`src/bdr_pkg.sv`:
```
`timescale 1ns / 1ps

package bdr_pkg;

    localparam int NUM_BTN = 5;
    localparam int CNT_W   = 16;
    localparam int CFG_W   = 16;
    localparam int IDLE_W  = 24;
    localparam int DATA_W  = 32;
    localparam int ADDR_W  = 5;
    localparam int IDX_W   = ADDR_W - 2;
    localparam int CMP_W   = (CNT_W > CFG_W) ? CNT_W : CFG_W;

    localparam logic [CNT_W-1:0]  CNT_MAX  = {CNT_W{1'b1}};
    localparam logic [IDLE_W-1:0] IDLE_MAX = {IDLE_W{1'b1}};

    localparam logic [CFG_W-1:0]   DEBOUNCE_RST = CFG_W'(20);
    localparam logic [CFG_W-1:0]   DELAY_RST    = CFG_W'(500);
    localparam logic [CFG_W-1:0]   PERIOD_RST   = CFG_W'(100);
    localparam logic [IDLE_W-1:0]  TIMEOUT_RST  = IDLE_W'(30000);
    localparam logic [NUM_BTN-1:0] ENABLE_RST   = NUM_BTN'(3);

    typedef enum logic [IDX_W-1:0] {
        REG_DEBOUNCE = 3'd0,
        REG_DELAY    = 3'd1,
        REG_PERIOD   = 3'd2,
        REG_TIMEOUT  = 3'd3,
        REG_ENABLE   = 3'd4
    } reg_idx_t;

    typedef struct packed {
        logic [CFG_W-1:0]   debounce;
        logic [CFG_W-1:0]   delay;
        logic [CFG_W-1:0]   period;
        logic [IDLE_W-1:0]  timeout;
        logic [NUM_BTN-1:0] enable;
    } cfg_t;

    typedef struct packed {
        logic fire;
        logic rep;
        logic pressed;
    } lane_out_t;

    typedef struct packed {
        logic [NUM_BTN-1:0] press;
        logic [NUM_BTN-1:0] rep;
        logic               light;
        logic               any;
    } res_t;

endpackage

```
`src/button_debounce_repeat_backlight_core.sv`:
```
`timescale 1ns / 1ps
// Each result is computed combinationally from its tick and registered in the output buffer.
// Throughput: one tick per cycle while in_stall is low; all button lanes update in parallel.
// A two-entry output buffer lets the input keep flowing for one stalled result.
// Reset: marks, counters and idle count clear, backlight on, registers at
// their defaults (20, 500, 100, 30000, 3).

module button_debounce_repeat_backlight_core (
    input  logic                         clk,
    input  logic                         rst_n,
    input  logic                         psel,
    input  logic                         penable,
    input  logic                         pwrite,
    input  logic [bdr_pkg::ADDR_W-1:0]   paddr,
    input  logic [bdr_pkg::DATA_W-1:0]   pwdata,
    output logic [bdr_pkg::DATA_W-1:0]   prdata,
    output logic                         pready,
    input  logic                         in_valid,
    output logic                         in_stall,
    input  logic [bdr_pkg::NUM_BTN-1:0]  level_pressed,
    input  logic [bdr_pkg::NUM_BTN-1:0]  fall_edges,
    input  logic                         player_running,
    output logic                         out_valid,
    input  logic                         out_stall,
    output logic [bdr_pkg::NUM_BTN-1:0]  press_mask,
    output logic [bdr_pkg::NUM_BTN-1:0]  repeat_mask,
    output logic                         backlight_on,
    output logic                         any_held
);

    bdr_pkg::cfg_t      cfg_reg;
    bdr_pkg::reg_idx_t  idx;
    logic               wr;

    bdr_pkg::lane_out_t [bdr_pkg::NUM_BTN-1:0] lane_out;
    bdr_pkg::res_t      res;
    bdr_pkg::res_t      out_reg, skid_reg;
    logic               out_valid_reg, skid_valid_reg;
    logic               accept, take;

    assign pready = 1'b1;
    assign idx    = bdr_pkg::reg_idx_t'(paddr[bdr_pkg::ADDR_W-1:2]);
    assign wr     = psel & penable & pwrite & pready;

    always_ff @(posedge clk or negedge rst_n)
    begin
        if (!rst_n)
        begin
            cfg_reg.debounce <= bdr_pkg::DEBOUNCE_RST;
            cfg_reg.delay    <= bdr_pkg::DELAY_RST;
            cfg_reg.period   <= bdr_pkg::PERIOD_RST;
            cfg_reg.timeout  <= bdr_pkg::TIMEOUT_RST;
            cfg_reg.enable   <= bdr_pkg::ENABLE_RST;
        end
        else if (wr)
        begin
            case (idx)
                bdr_pkg::REG_DEBOUNCE: cfg_reg.debounce <= pwdata[bdr_pkg::CFG_W-1:0];
                bdr_pkg::REG_DELAY:    cfg_reg.delay    <= pwdata[bdr_pkg::CFG_W-1:0];
                bdr_pkg::REG_PERIOD:   cfg_reg.period   <= pwdata[bdr_pkg::CFG_W-1:0];
                bdr_pkg::REG_TIMEOUT:  cfg_reg.timeout  <= pwdata[bdr_pkg::IDLE_W-1:0];
                bdr_pkg::REG_ENABLE:   cfg_reg.enable   <= pwdata[bdr_pkg::NUM_BTN-1:0];
                default: ;
            endcase
        end
    end

    always_comb
    begin
        case (idx)
            bdr_pkg::REG_DEBOUNCE: prdata = bdr_pkg::DATA_W'(cfg_reg.debounce);
            bdr_pkg::REG_DELAY:    prdata = bdr_pkg::DATA_W'(cfg_reg.delay);
            bdr_pkg::REG_PERIOD:   prdata = bdr_pkg::DATA_W'(cfg_reg.period);
            bdr_pkg::REG_TIMEOUT:  prdata = bdr_pkg::DATA_W'(cfg_reg.timeout);
            bdr_pkg::REG_ENABLE:   prdata = bdr_pkg::DATA_W'(cfg_reg.enable);
            default:               prdata = '0;
        endcase
    end

    assign in_stall = skid_valid_reg;
    assign accept   = in_valid & ~skid_valid_reg;
    assign take     = out_valid_reg & ~out_stall;

    for (genvar g = 0; g < bdr_pkg::NUM_BTN; g++)
    begin : g_lane
        bdr_lane u_lane (
            .clk      (clk),
            .rst_n    (rst_n),
            .step     (accept),
            .level    (level_pressed[g]),
            .edge_hit (fall_edges[g]),
            .rep_en   (cfg_reg.enable[g]),
            .cfg      (cfg_reg),
            .lane_out (lane_out[g])
        );
    end

    bdr_merge u_merge (
        .clk      (clk),
        .rst_n    (rst_n),
        .step     (accept),
        .running  (player_running),
        .timeout  (cfg_reg.timeout),
        .lane_out (lane_out),
        .res      (res)
    );

    // output buffer: main register plus one skid entry
    always_ff @(posedge clk or negedge rst_n)
    begin
        if (!rst_n)
        begin
            out_valid_reg  <= 1'b0;
            skid_valid_reg <= 1'b0;
        end
        else if (skid_valid_reg)
        begin
            if (take)
            begin
                skid_valid_reg <= 1'b0;
            end
        end
        else if (accept)
        begin
            if (out_valid_reg && !take)
            begin
                skid_valid_reg <= 1'b1;
            end
            out_valid_reg <= 1'b1;
        end
        else if (take)
        begin
            out_valid_reg <= 1'b0;
        end
    end

    always_ff @(posedge clk)
    begin
        if (skid_valid_reg)
        begin
            if (take)
            begin
                out_reg <= skid_reg;
            end
        end
        else if (accept)
        begin
            if (out_valid_reg && !take)
            begin
                skid_reg <= res;
            end
            else
            begin
                out_reg <= res;
            end
        end
    end

    assign out_valid    = out_valid_reg;
    assign press_mask   = out_reg.press;
    assign repeat_mask  = out_reg.rep;
    assign backlight_on = out_reg.light;
    assign any_held     = out_reg.any;

endmodule

```
`src/bdr_lane.sv`:
```
`timescale 1ns / 1ps

module bdr_lane (
    input  logic                   clk,
    input  logic                   rst_n,
    input  logic                   step,
    input  logic                   level,
    input  logic                   edge_hit,
    input  logic                   rep_en,
    input  bdr_pkg::cfg_t          cfg,
    output bdr_pkg::lane_out_t     lane_out
);

    logic                       pressed_reg, pressed_next;
    logic                       handled_reg, handled_next;
    logic [bdr_pkg::CNT_W-1:0]  held_reg, held_next;
    logic [bdr_pkg::CNT_W-1:0]  rcnt_reg, rcnt_next;

    logic                       pressed1;
    logic [bdr_pkg::CNT_W-1:0]  rcnt1;
    logic [bdr_pkg::CNT_W-1:0]  dur;
    logic [bdr_pkg::CFG_W-1:0]  period_eff;
    logic [bdr_pkg::CMP_W-1:0]  reload_w;
    logic [bdr_pkg::CNT_W-1:0]  reload;
    logic                       fire;
    logic                       rep;
    logic                       rep_zone;

    always_comb
    begin
        pressed1 = edge_hit | pressed_reg;
        if (edge_hit)
        begin
            held_next = '0;
        end
        else if (pressed_reg && held_reg != bdr_pkg::CNT_MAX)
        begin
            held_next = held_reg + bdr_pkg::CNT_W'(1);
        end
        else
        begin
            held_next = held_reg;
        end
        rcnt1 = edge_hit ? '0 : rcnt_reg;

        pressed_next = pressed1 & level;
        dur          = pressed_next ? held_next : '0;
        fire         = (bdr_pkg::CMP_W'(dur) > bdr_pkg::CMP_W'(cfg.debounce))
                       && !(pressed_next && handled_reg);
        handled_next = (pressed_next & handled_reg) | fire;

        period_eff = (cfg.period == '0) ? bdr_pkg::CFG_W'(1) : cfg.period;
        reload_w   = bdr_pkg::CMP_W'(period_eff - bdr_pkg::CFG_W'(1));
        reload     = (reload_w > bdr_pkg::CMP_W'(bdr_pkg::CNT_MAX)) ? bdr_pkg::CNT_MAX
                                                                 : reload_w[bdr_pkg::CNT_W-1:0];

        rep_zone = (bdr_pkg::CMP_W'(dur) > bdr_pkg::CMP_W'(cfg.delay)) && rep_en;
        rep      = 1'b0;
        if (rep_zone)
        begin
            if (rcnt1 == '0)
            begin
                rcnt_next = reload;
                rep       = 1'b1;
            end
            else
            begin
                rcnt_next = rcnt1 - bdr_pkg::CNT_W'(1);
            end
        end
        else
        begin
            rcnt_next = '0;
        end
    end

    assign lane_out = '{fire: fire, rep: rep, pressed: pressed_next};

    always_ff @(posedge clk or negedge rst_n)
    begin
        if (!rst_n)
        begin
            pressed_reg <= 1'b0;
            handled_reg <= 1'b0;
            held_reg    <= '0;
            rcnt_reg    <= '0;
        end
        else if (step)
        begin
            pressed_reg <= pressed_next;
            handled_reg <= handled_next;
            held_reg    <= held_next;
            rcnt_reg    <= rcnt_next;
        end
    end

endmodule

```
`src/bdr_merge.sv`:
```
`timescale 1ns / 1ps

module bdr_merge (
    input  logic                                      clk,
    input  logic                                      rst_n,
    input  logic                                      step,
    input  logic                                      running,
    input  logic [bdr_pkg::IDLE_W-1:0]                timeout,
    input  bdr_pkg::lane_out_t [bdr_pkg::NUM_BTN-1:0] lane_out,
    output bdr_pkg::res_t                             res
);

    logic [bdr_pkg::IDLE_W-1:0] idle_reg, idle_next;
    logic                       light_reg, light_next;
    logic [bdr_pkg::NUM_BTN-1:0] fire_v, rep_v, held_v;
    logic                       interaction;

    always_comb
    begin
        for (int i = 0; i < bdr_pkg::NUM_BTN; i++)
        begin
            fire_v[i] = lane_out[i].fire;
            rep_v[i]  = lane_out[i].rep;
            held_v[i] = lane_out[i].pressed;
        end
        interaction = (|fire_v) | (|rep_v);
        if (interaction)
        begin
            idle_next  = '0;
            light_next = 1'b1;
        end
        else
        begin
            idle_next  = (idle_reg == bdr_pkg::IDLE_MAX) ? idle_reg
                                                        : idle_reg + bdr_pkg::IDLE_W'(1);
            light_next = light_reg;
        end
        if (idle_next > timeout && running)
        begin
            light_next = 1'b0;
        end
    end

    assign res = '{press: fire_v & {bdr_pkg::NUM_BTN{light_reg}},
                   rep:   rep_v,
                   light: light_next,
                   any:   |held_v};

    always_ff @(posedge clk or negedge rst_n)
    begin
        if (!rst_n)
        begin
            idle_reg  <= '0;
            light_reg <= 1'b1;
        end
        else if (step)
        begin
            idle_reg  <= idle_next;
            light_reg <= light_next;
        end
    end

endmodule

```
`config.mk`:
```
export PLATFORM = sky130hd
export DESIGN_NAME = button_debounce_repeat_backlight_core
export DESIGN_NICKNAME = d
export VERILOG_FILES = /design/src/bdr_pkg.sv /design/src/button_debounce_repeat_backlight_core.sv /design/src/bdr_lane.sv /design/src/bdr_merge.sv
export SDC_FILE = /design/constraint.sdc
export NUM_CORES = 1
export LEC_CHECK = 0
export BUFFER_PORTS_ARGS = -buffer_cell sky130_fd_sc_hd__buf_2
export CORE_AREA = 2 2 208 210
export DETAILED_ROUTE_END_ITERATION = 10
export DIE_AREA = 0 0 210 212
export PLACE_DENSITY_LB_ADDON = 0.05
export SLEW_MARGIN = 5
export SYNTH_ARGS = -nofsm -noshare
export SYNTH_HDL_FRONTEND = slang
export SYNTH_SLANG_ARGS = --single-unit
```
`constraint.sdc`:
```
create_clock -name clk -period 19.2 [get_ports clk]
set_input_delay 1.92 -clock clk [delete_from_list [all_inputs] [get_ports clk]]
set_output_delay 1.92 -clock clk [all_outputs]
set_load 0.1 [all_outputs]
```
==> summary.md, run 1 <==
| Metric | Value |
|---|---|
| CP endpoint kind | `flop` |
| Buffers on Ports | `just over 80` |
| Drt drc | `0` |
| HPWL Detailed | `47220 um` |
| Critical path startpoint category | `input port` |
| Synth Cell Area | `~23000 sq um` |
| Most used DFF post-synth | `dfrtp_1` |
| Hold Crit Class | `flop to flop` |
| Synth Register Bits | `between 200 and 300` |
| Setup Crit Path Kind | `input port to flop` |
| Full die area | `between 40000 and 50000 sq um` |
| Setup tns final | `0 ns` |
| Post CTS Setup Buffer Count | `0` |
| Max-Cap Viols | `0` |
| Clock root buffer | `clkbuf_16` |
| First-pass GRT wire length | `roughly 110000 um` |
| Leakage | `around 11 nW` |
| Die Ht | `roughly 210 um` |
| Cell accounting for the most synthesized area | `dfrtp_1` |
| # diodes | `0` |
| Routed via count | `about 21000` |
| Non-filler cells in the finished layout | `roughly 3300` |
| Asr flop ratio synth | `between 90% and 100%` |
| Drt pass-1 iters | `6` |
| Max_slew headroom | `around 15%` |
| H-tree level count | `2` |
| Clock sink count | `approximately 300` |
| Placed insts | `roughly 3200` |
| Final Hold Fails | `0` |
| Largest net degree at the start of global routing | `around 110` |
| Placeable Area | `roughly 43000 sq um` |
| Share of the synthesized area in the top cell type | `28.00%` |
| Clk buf depth | `3` |
| Effective utilization at floorplan | `53.20%` |
| CP cell instances | `buf_2 -> buf_4 -> nand3b_1 -> nor2_1 -> ha_1 -> a211oi_1 -> o21bai_1 -> a2111o_1 -> a221oi_1 -> o22ai_1 -> nand3_1 -> o221a_2 -> nand2_4 -> nor2_1 -> ha_1 -> a21o_1 -> a21oi_1 -> nor2b_1 -> o21ai_0 -> nand2_1 -> a221oi_1 -> a31oi_1 -> a311oi_1 -> a21o_1` |
| Nets@finish | `2946` |
| Synth Warn # | `0` |
| Unrepaired setup endpoints after global routing | `no` |
| Vias in the first global route | `about 20000` |
| Synth unique cells | `95` |
| Seq/Total Area, Yosys | `33.62%` |
| Die width | `about 210 um` |
| Ratio of cells with drive above 1 in the final layout | `between 10 and 15%` |
| Max frequency | `0.1200 GHz` |
| Status | `finished, final reports clean` |
| Initial DRC Count | `~1700` |
| Final number of max-transition violations | `0` |
| CTS Hold Bufs | `0` |
| Clock transition at path regs | `approximately 0.06 ns` |
| FF-to-FF path depth | `28` |
| Pin slew with the least headroom to its limit | `roughly 1.3 ns` |
| Critical Path AT | `just under 9 ns` |
| GP Congestion | `just under 0.9` |
| Via density | `~6.3` |
| CTS buffer count | `37` |
| Antenna-violating nets left | `0` |
| Flop-to-flop setup slack | `roughly 11 ns` |
| Peak supply drop | `approximately 98 uV` |
| Req. time, crit path | `slightly below 20 ns` |
| GR Util All Layers | `just over 30%` |
| I/O pin cnt | `102` |
| CTS resizes | `0` |
| Worst Skew | `approximately 0.02 ns` |
| Setup Viol. Count Final | `0` |
| Row cnt | `between 70 and 80` |
| Post-synth EDFFs | `24` |
| Final period util | `between 40% and 50%` |
| Initial antenna violation count | `0` |
| Synthesized instance count | `2701` |
| Synthesis-to-finish area growth | `8.980%` |
| CTS tree | `yes` |
| Min Tclk post-route | `8.330 ns` |
| Grt ovf | `0` |
| Clock latency on the worst-skew pair | `0.58 ns` |
| Drt wl/cell | `20.70 um` |
| Syn Area/Cell | `8.372 sq um` |
| PwrDens | `~100 nW/um^2` |
| Slowest CP cell | `o221a_2` |
| WL final | `~68000 um` |
| Hold path cells | `2` |
| CP Max Fanout | `34` |
| Area contributors post-synth | `dfrtp_1 (28%), ha_1 (10%), o21ai_0 (5.7%), nand2_1 (5.6%), nor2_1 (4.6%)` |
| Crit path largest cell delay | `0.85 ns` |
[where the power goes]
group	internal [mW]	switching, mW	leakage, nW
clock	0.473	0.295	0.651
sequential	0.737	0.109	3.78
combinational	0.267	0.647	6.40
total	1.48	1.05	10.8
[worst paths after layout]
kind / from / end
setup / recovery: fall_edges[3] / backlight_on
hold / removal: g_lane[4].u_lane.handled_reg / g_lane[4].u_lane.handled_reg
setup reg to reg: g_lane[3].u_lane.held_reg[8] / backlight_on
hold reg to reg: g_lane[4].u_lane.handled_reg / g_lane[4].u_lane.handled_reg
max in group asynchronous: rst_n / cfg_reg[5]
min in group asynchronous: rst_n / g_lane[1].u_lane.held_reg[3]
[layout by cell type, fill, tap and decap left out, types with 21 or more instances in the layout]
master     count
o31ai_1       65
and4_1        21
nor4_1        29
clkbuf_16     38
mux2i_1       29
a22o_1        24
buf_4         24
o21ai_0      256
inv_1         96
buf_2         81
dfstp_2       21
nand2b_1      27
edfxtp_1      24
xnor2_1       76
nor3_1        65
mux2_2        44
o211ai_1      22
nand2_1      338
nand4_1       48
a31oi_1       29
nand3_1       81
a21oi_1      152
nor2_1       274
xor2_1        53
nor2b_1       26
and3_1        38
dfrtp_1      253
a21o_1        28
ha_1         188
[cells by family after synthesis]
family / Yosys count / synth area share [%]
flip-flops: 298 / 33.62
buffers and inverters: 248 / 4.509
AO/OA/AOI/OAI: 733 / 20.51
AND/OR/NAND/NOR: 1016 / 21.19
adder cells (fa/ha/maj): 190 / 10.49
other: 2 / 0.03321
XOR/XNOR: 130 / 5.068
multiplexers: 84 / 4.570
[stage by stage]
stage               area (sq um)  hold WS [ns]  util [%]  total power, mW  setup WS, ns
global placement           23310        0.4628     54.85            1.729         10.38
CTS                        24640        0.4929     57.98            2.532         10.90
global route               24640        0.5355     57.98            2.664         10.37
floorplan                  22640        0.4481         -            1.487         12.38
finish                     24640        0.4936     57.98            2.528         10.87
detailed placement         23310        0.4796     54.85            1.757         10.32
[worst max-delay path, delay by kind of cell]
family	cells	cell delay, ns
compound gates	13	3.81
fa+ha+maj	2	0.55
buf+inv	2	0.33
simple gates	7	2.12
[cell type report]
class                   count  area [sq um]
multi-input cells        2162         14060
flip-flops and latches    298          7604
inverters                  98         367.9
well taps                 546         683.2
clock inverters            15         256.5
clock buffers              52          1074
fillers                  3889         17860
repair buffers            106         600.6
[synth_stat cells (8+ instances only)]
master / number
nand3b_1: 8
a22o_1: 24
o21ai_0: 257
xor2_1: 53
nor3_1: 65
dfstp_2: 21
mux4_2: 11
nor4_1: 29
a31oi_1: 29
o211ai_1: 22
buf_1: 12
o21a_1: 20
nand3_1: 81
nand2_1: 338
edfxtp_1: 24
a221oi_1: 10
inv_1: 96
xnor2_1: 76
o31ai_1: 65
o22ai_1: 20
clkbuf_1: 108
mux2_2: 44
o41ai_1: 14
nor2b_1: 27
nor2_1: 275
and4_1: 21
nand4_1: 48
or3_1: 13
a21oi_1: 152
nand2b_1: 28
buf_4: 13
dfrtp_1: 253
or4_1: 8
and3_1: 38
a32o_1: 9
ha_1: 188
mux2i_1: 29
a21o_1: 28
buf_2: 13
[routing by layer]
| metal | wire length [um] | GRT usage [%] | part of all wire [%] |
|---|---|---|---|
| met1 | 30620 | 41.91 | 45 |
| met3 | 4224 | 4.756 | 6.2 |
| met4 | 2145 | 10.03 | 3.2 |
| met5 | 0 | 0 | 0 |
| met2 | 30840 | 49.91 | 45 |
Note: power is estimated with default switching activity, not from simulation.
==> run 2, diff against run 1 <==
==> constraint.sdc (replaced) <==
create_clock -name clk -period 7.85 [get_ports clk]
set_input_delay 0.785 -clock clk [delete_from_list [all_inputs] [get_ports clk]]
set_output_delay 0.785 -clock clk [all_outputs]
set_load 0.1 [all_outputs]
==> summary.md, run 2 (synthesis results as in run 1) <==
| Metric | Value |
|---|---|
| Status | `finished, final reports clean` |
| Die width | `210 um (unchanged)` |
| I/O pin cnt | `102 (unchanged)` |
| Setup Crit Path Kind | `flop to flop` |
| Max frequency | `~0.14 GHz` |
| Met2 usage | `49.64% (-0.27 points)` |
| Crit path largest cell delay | `0.61 ns (-0.24 ns)` |
| Worst r2r src | `g_lane[2].u_lane.held_reg[13]` |
| Synthesis-to-finish area growth | `9.871%` |
| Non-filler cells in the finished layout | `3295 (+0.55%)` |
| Fill cells | `3815 (-1.9%)` |
| Clock sink count | `298 (unchanged)` |
| Routing usage on met1 | `43.01% (+1.1 points)` |
| HPWL Detailed | `48350 um (+2.4%)` |
| Final Hold Fails | `0 (unchanged)` |
| Routed via count | `20757 (+0.96%)` |
| CTS tree | `yes` |
| Die Ht | `212 um (unchanged)` |
| Clock transition at path regs | `0.06 ns (about the same)` |
| Pin slew with the least headroom to its limit | `1.202 ns (-0.06730 ns)` |
| Buffers on Ports | `82 (unchanged)` |
| Commonest non-fill, non-tap cell in the layout | `nand2_1` |
| Final number of max-transition violations | `0 (unchanged)` |
| Clock latency on the worst-skew pair | `0.59 ns (about the same)` |
| Worst Path Buf+Inv | `2 (unchanged)` |
| Final period util | `just over 90%` |
| Peak supply drop | `236.9 uV (+140%)` |
| Initial DRC Count | `1811 (+9.2%)` |
| CP Max Fanout | `28 (-18%)` |
| Clock root buffer | `clkbuf_16` |
| Drt pass-1 iters | `5 (-1)` |
| R2r endpoint | `backlight_on` |
| Antenna-violating nets left | `0 (unchanged)` |
| GR Util All Layers | `31.33% (+0.70 points)` |
| Met3 usage | `4.609% (-0.15 points)` |
| Drt drc | `0 (unchanged)` |
| First-pass GRT wire length | `109300 um (+2.1%)` |
| Req. time, crit path | `8.18 ns (-11.46 ns)` |
| Full die area | `44520 sq um (unchanged)` |
| Max-Cap Viols | `0 (unchanged)` |
| CTS buffer count | `38 (+2.7%)` |
| H-tree level count | `2 (unchanged)` |
| Slowest CP cell | `or4b_1` |
| Most used cell, CP | `nand4_1` |
| # diodes | `0 (unchanged)` |
| Worst Skew | `0.02693 ns (+0.007382 ns)` |
| Grt ovf | `0 (unchanged)` |
| Vias in the first global route | `19779 (+1.5%)` |
| FF-to-FF path depth | `31 (+11%)` |
| Setup tns final | `0 ns (unchanged)` |
| CTS Hold Bufs | `0 (unchanged)` |
| Hold Crit Class | `input port to async pin` |
| Placeable Area | `42510 sq um (unchanged)` |
| Setup Viol. Count Final | `0 (unchanged)` |
| Most frequent cells in the layout | `nand2_1 (338), nor2_1 (273), o21ai_0 (256), dfrtp_1 (251), ha_1 (188)` |
| Ratio of cells with drive above 1 in the final layout | `11.28% (+0.91 points)` |
| Row cnt | `76 (unchanged)` |
| Nets@finish | `2962 (+0.54%)` |
| Top delay family on crit path | `simple AND/OR/NAND/NOR gates` |
| Critical Path AT | `7.58 ns (-1.19 ns)` |
| Initial antenna violation count | `1 (+1)` |
| Effective utilization at floorplan | `53.20% (unchanged)` |
| PwrDens | `253.3 nW/um^2 (+150%)` |
| GRT busiest layer | `met2` |
| WL final | `69690 um (+2.7%)` |
| Critical path startpoint category | `flop` |
| Unrepaired setup endpoints after global routing | `no` |
| CP endpoint kind | `flop` |
| Max_slew headroom | `19.63% (+4.8 points)` |
| Flop-to-flop setup slack | `0.60 ns (-10.30 ns)` |
| Via density | `6.300 (+0.41%)` |
| Leakage | `10.92 nW (+0.85%)` |
| Min Tclk post-route | `between 7 and 8 ns` |
| Drt wl/cell | `21.15 um (+2.2%)` |
| Clk buf depth | `3 (unchanged)` |
| Largest net degree at the start of global routing | `167 (+58%)` |
| Placed insts | `3224 (+0.44%)` |
| GP Congestion | `0.8976 (+0.46%)` |
-- run 2: cell type report --
type | instances | area (sq um) | share of cell area (%)
inverter | 98 | 367.9 | 1.481
clock inverter | 22 | 311.5 | 1.254
sequential | 298 | 7606 | 30.61
clock buffer | 48 | 1081 | 4.351
tap | 546 | 683.2 | 2.750
timing repair buffer | 121 | 729.5 | 2.936
multi-input combinational | 2162 | 14070 | 56.61
-- run 2: timing repair --
item,4_1_cts,5_1_grt
gates resized for setup,0,6
buffers inserted,0,1
endpoints found under the setup margin,0,3
-- run 2: worst reg2reg max path: cells and delay by family, from the launching register on --
kind | cells | cell delay [ns]
and+or+nand+nor | 13 | 3.01
AOI/OAI and AO/OA | 13 | 2.33
adders and majority gates | 2 | 0.54
DFF | 1 | 0.49
buffers and inverters | 2 | 0.45
xor gates and xnor gates | 1 | 0.18
-- run 2: worst max path at each step --
stage                                              from           end  slack, ns  cells after the start
after detailed placement   g_lane[2].u_lane.held_reg[6]  backlight_on       0.32                     30
after global placement     g_lane[2].u_lane.held_reg[6]  backlight_on       0.45                     30
final                     g_lane[2].u_lane.held_reg[13]  backlight_on       0.60                     31
after CTS                  g_lane[2].u_lane.held_reg[6]  backlight_on       0.27                     30
after global routing       g_lane[2].u_lane.held_reg[8]  backlight_on       0.05                     30
after floorplan            g_lane[2].u_lane.held_reg[5]  backlight_on       1.54                     32
-- run 2: where the power goes --
| group | switching (mW) | internal (mW) | leakage [nW] |
|---|---|---|---|
| logic | 1.59 | 0.670 | 6.48 |
| clock network | 0.770 | 1.19 | 0.667 |
| registers | 0.274 | 1.80 | 3.78 |
| total | 2.63 | 3.66 | 10.9 |
-- run 2: routing by layer --
metal	wire length [um]	vias up
li1	-	9847
met1	30690	10043
met2	31340	713
met3	4806	154
met4	2853	0
met5	0	-
-- run 2: per-stage QoR --
step | hold WS (ns) | total power [mW] | setup WS [ns] | util, % | instance area, sq um
global placement | 0.4643 | 4.252 | 0.4459 | 55.12 | 23430
floorplan | 0.4481 | 3.637 | 1.540 | - | 22640
detailed placement | 0.4788 | 4.321 | 0.3243 | 55.12 | 23430
CTS | 0.2969 | 6.295 | 0.2714 | 58.40 | 24820
finish | 0.2359 | 6.294 | 0.6039 | 58.45 | 24850
global route | 0.3186 | 6.610 | 0.05036 | 58.45 | 24850
==> run 3, diff against run 2 <==
--- a/config.mk
+++ b/config.mk
@@ -9,7 +9,7 @@
 export CORE_AREA = 2 2 208 210
 export DETAILED_ROUTE_END_ITERATION = 10
 export DIE_AREA = 0 0 210 212
-export PLACE_DENSITY_LB_ADDON = 0.05
+export PLACE_DENSITY = 0.8
 export SLEW_MARGIN = 5
 export SYNTH_ARGS = -nofsm -noshare
 export SYNTH_HDL_FRONTEND = slang
==> constraint.sdc (replaced) <==
create_clock -name clk -period 9.1 [get_ports clk]
set_input_delay 0.91 -clock clk [delete_from_list [all_inputs] [get_ports clk]]
set_output_delay 0.91 -clock clk [all_outputs]
set_load 0.1 [all_outputs]
==> summary.md, run 3 (synthesis results as in run 1) <==
| Metric | Value |
|---|---|
| Crit path largest cell delay | `0.61 ns (about the same)` |
| GR Util All Layers | `30.13% (-1.2 points)` |
| Initial DRC Count | `1776 (-1.9%)` |
| Fill cells | `3575 (-6.3%)` |
| Largest net degree at the start of global routing | `95 (-43%)` |
| Most frequent cells in the layout | `nand2_1 (338), nor2_1 (274), o21ai_0 (256), dfrtp_1 (253), ha_1 (188)` |
| Non-filler cells in the finished layout | `3277 (-0.55%)` |
| Pwr Total | `5.247 mW (-17%)` |
| Via density | `6.465 (+2.6%)` |
| Clk buf depth | `3 (unchanged)` |
| CTS resizes | `0 (unchanged)` |
| Leakage | `10.80 nW (-1.1%)` |
| Effective utilization at floorplan | `53.20% (unchanged)` |
| Placement Setup Slack | `1.440 ns (+1.115 ns)` |
| Max_slew headroom | `15.88% (-3.7 points)` |
| Row cnt | `76 (unchanged)` |
| Clock root buffer | `clkbuf_16` |
| HPWL Detailed | `47390 um (-2.0%)` |
| Placement-stage cell area | `23340 sq um (-0.37%)` |
| WL final | `67790 um (-2.7%)` |
| Setup Crit Path Kind | `flop to flop` |
| Drt wl/cell | `20.69 um (-2.2%)` |
| Clock latency on the worst-skew pair | `0.56 ns (-0.03 ns)` |
| Antenna-violating nets left | `0 (unchanged)` |
| Worst setup margin | `1.158 ns (+0.5542 ns)` |
| Clock transition at path regs | `0.07 ns (about the same)` |
| CTS tree | `yes` |
| Full die area | `44520 sq um (unchanged)` |
| Slowest CP cell | `nand3_1` |
| Routed via count | `21185 (+2.1%)` |
| Critical Path AT | `8.24 ns (+0.66 ns)` |
| Initial antenna violation count | `1 (unchanged)` |
| Placed insts | `3214 (-0.31%)` |
| Buffers on Ports | `82 (unchanged)` |
| Max-Cap Viols | `0 (unchanged)` |
| PwrDens | `213.4 nW/um^2 (-16%)` |
| Die Ht | `212 um (unchanged)` |
| Ratio of cells with drive above 1 in the final layout | `10.47% (-0.80 points)` |
| Nets@finish | `2948 (-0.47%)` |
| Clock sink count | `298 (unchanged)` |
| Drt drc | `0 (unchanged)` |
| Max frequency | `0.1259 GHz (-8.8%)` |
| Drt pass-1 iters | `7 (+2)` |
| H-tree level count | `2 (unchanged)` |
| # diodes | `0 (unchanged)` |
| Critical path startpoint category | `flop` |
| Final period util | `87.27% (-5.0 points)` |
| I/O pin cnt | `102 (unchanged)` |
| Unrepaired setup endpoints after global routing | `no` |
| Die width | `210 um (unchanged)` |
| Synthesis-to-finish area growth | `8.709%` |
| Grt ovf | `0 (unchanged)` |
| Worst Skew | `0.02874 ns (+0.001815 ns)` |
| Setup Viol. Count Final | `0 (unchanged)` |
| GP Congestion | `0.9444 (+5.2%)` |
| Hold Crit Class | `input port to async pin` |
| First-pass GRT wire length | `107200 um (-2.0%)` |
| Placeable Area | `42510 sq um (unchanged)` |
| Status | `finished, final reports clean` |
| Vias in the first global route | `20206 (+2.2%)` |
| Pin slew with the least headroom to its limit | `1.253 ns (+0.05119 ns)` |
| CP endpoint kind | `flop` |
| Min Tclk post-route | `7.942 ns (+0.6958 ns)` |
| CTS Hold Bufs | `0 (unchanged)` |
| Commonest non-fill, non-tap cell in the layout | `nand2_1` |
| Final number of max-transition violations | `0 (unchanged)` |
| Req. time, crit path | `9.40 ns (+1.22 ns)` |
| Final Hold Fails | `0 (unchanged)` |
| CTS buffer count | `35 (-7.9%)` |
| Util after Layout | `57.83% (-0.62 points)` |
| Fin Hold WS | `0.3369 ns (+0.1010 ns)` |
| Most used cell, CP | `a21o_1` |
| Setup tns final | `0 ns (unchanged)` |
| Peak supply drop | `263.3 uV (+11%)` |
| Post CTS Setup Buffer Count | `0 (unchanged)` |
| CP Max Fanout | `29 (+3.6%)` |
| Fin area | `24580 sq um (-1.1%)` |
-- run 3: worst max-delay path: cells and delay by family (launching register included) --
family	cells	cell delay, ns
AND/OR/NAND/NOR	8	2.43
buffers and inverters	2	0.53
AO/OA/AOI/OAI	16	3.46
adder cells (fa/ha/maj)	2	0.53
flip-flops	1	0.48
XOR/XNOR	1	0.23
-- run 3: final cells by class --
type	count	area, sq um	area share, %
Multi-Input combinational cell	2162	14060	57.19
Clock inverter	18	244.0	0.9925
Clock buffer	45	994.7	4.046
Timing Repair Buffer	110	630.6	2.565
Sequential cell	298	7604	30.93
Tap cell	546	683.2	2.779
Inverter	98	367.9	1.496
-- run 3: power by group --
part	switching (mW)	internal (mW)	leakage (nW)
logic	1.36	0.566	6.42
clock network	0.614	0.920	0.603
registers	0.230	1.55	3.78
-- run 3: worst paths after layout --
path / start / to / slack [ns] / cells past startpoint
max in group asynchronous: rst_n / g_lane[1].u_lane.rcnt_reg[3] / 6.58 / 3
setup reg to reg: g_lane[3].u_lane.held_reg[8] / backlight_on / 1.16 / 29
hold reg to reg: g_lane[4].u_lane.handled_reg / g_lane[4].u_lane.handled_reg / 0.49 / 2
hold / removal: rst_n / g_lane[0].u_lane.held_reg[7] / 0.34 / 1
min in group clk: g_lane[4].u_lane.handled_reg / g_lane[4].u_lane.handled_reg / 0.49 / 2
setup / recovery: g_lane[3].u_lane.held_reg[8] / backlight_on / 1.16 / 29
-- run 3: per-layer routing --
metal / global-route usage [%] / part of all wire, % / up-vias
met2: 48.76 / 46 / 1021
met3: 5.554 / 8.5 / 223
met5: 0 / 0.016 / -
met1: 38.10 / 40 / 10146
li1: - / - / 9793
met4: 17.22 / 5.5 / 2
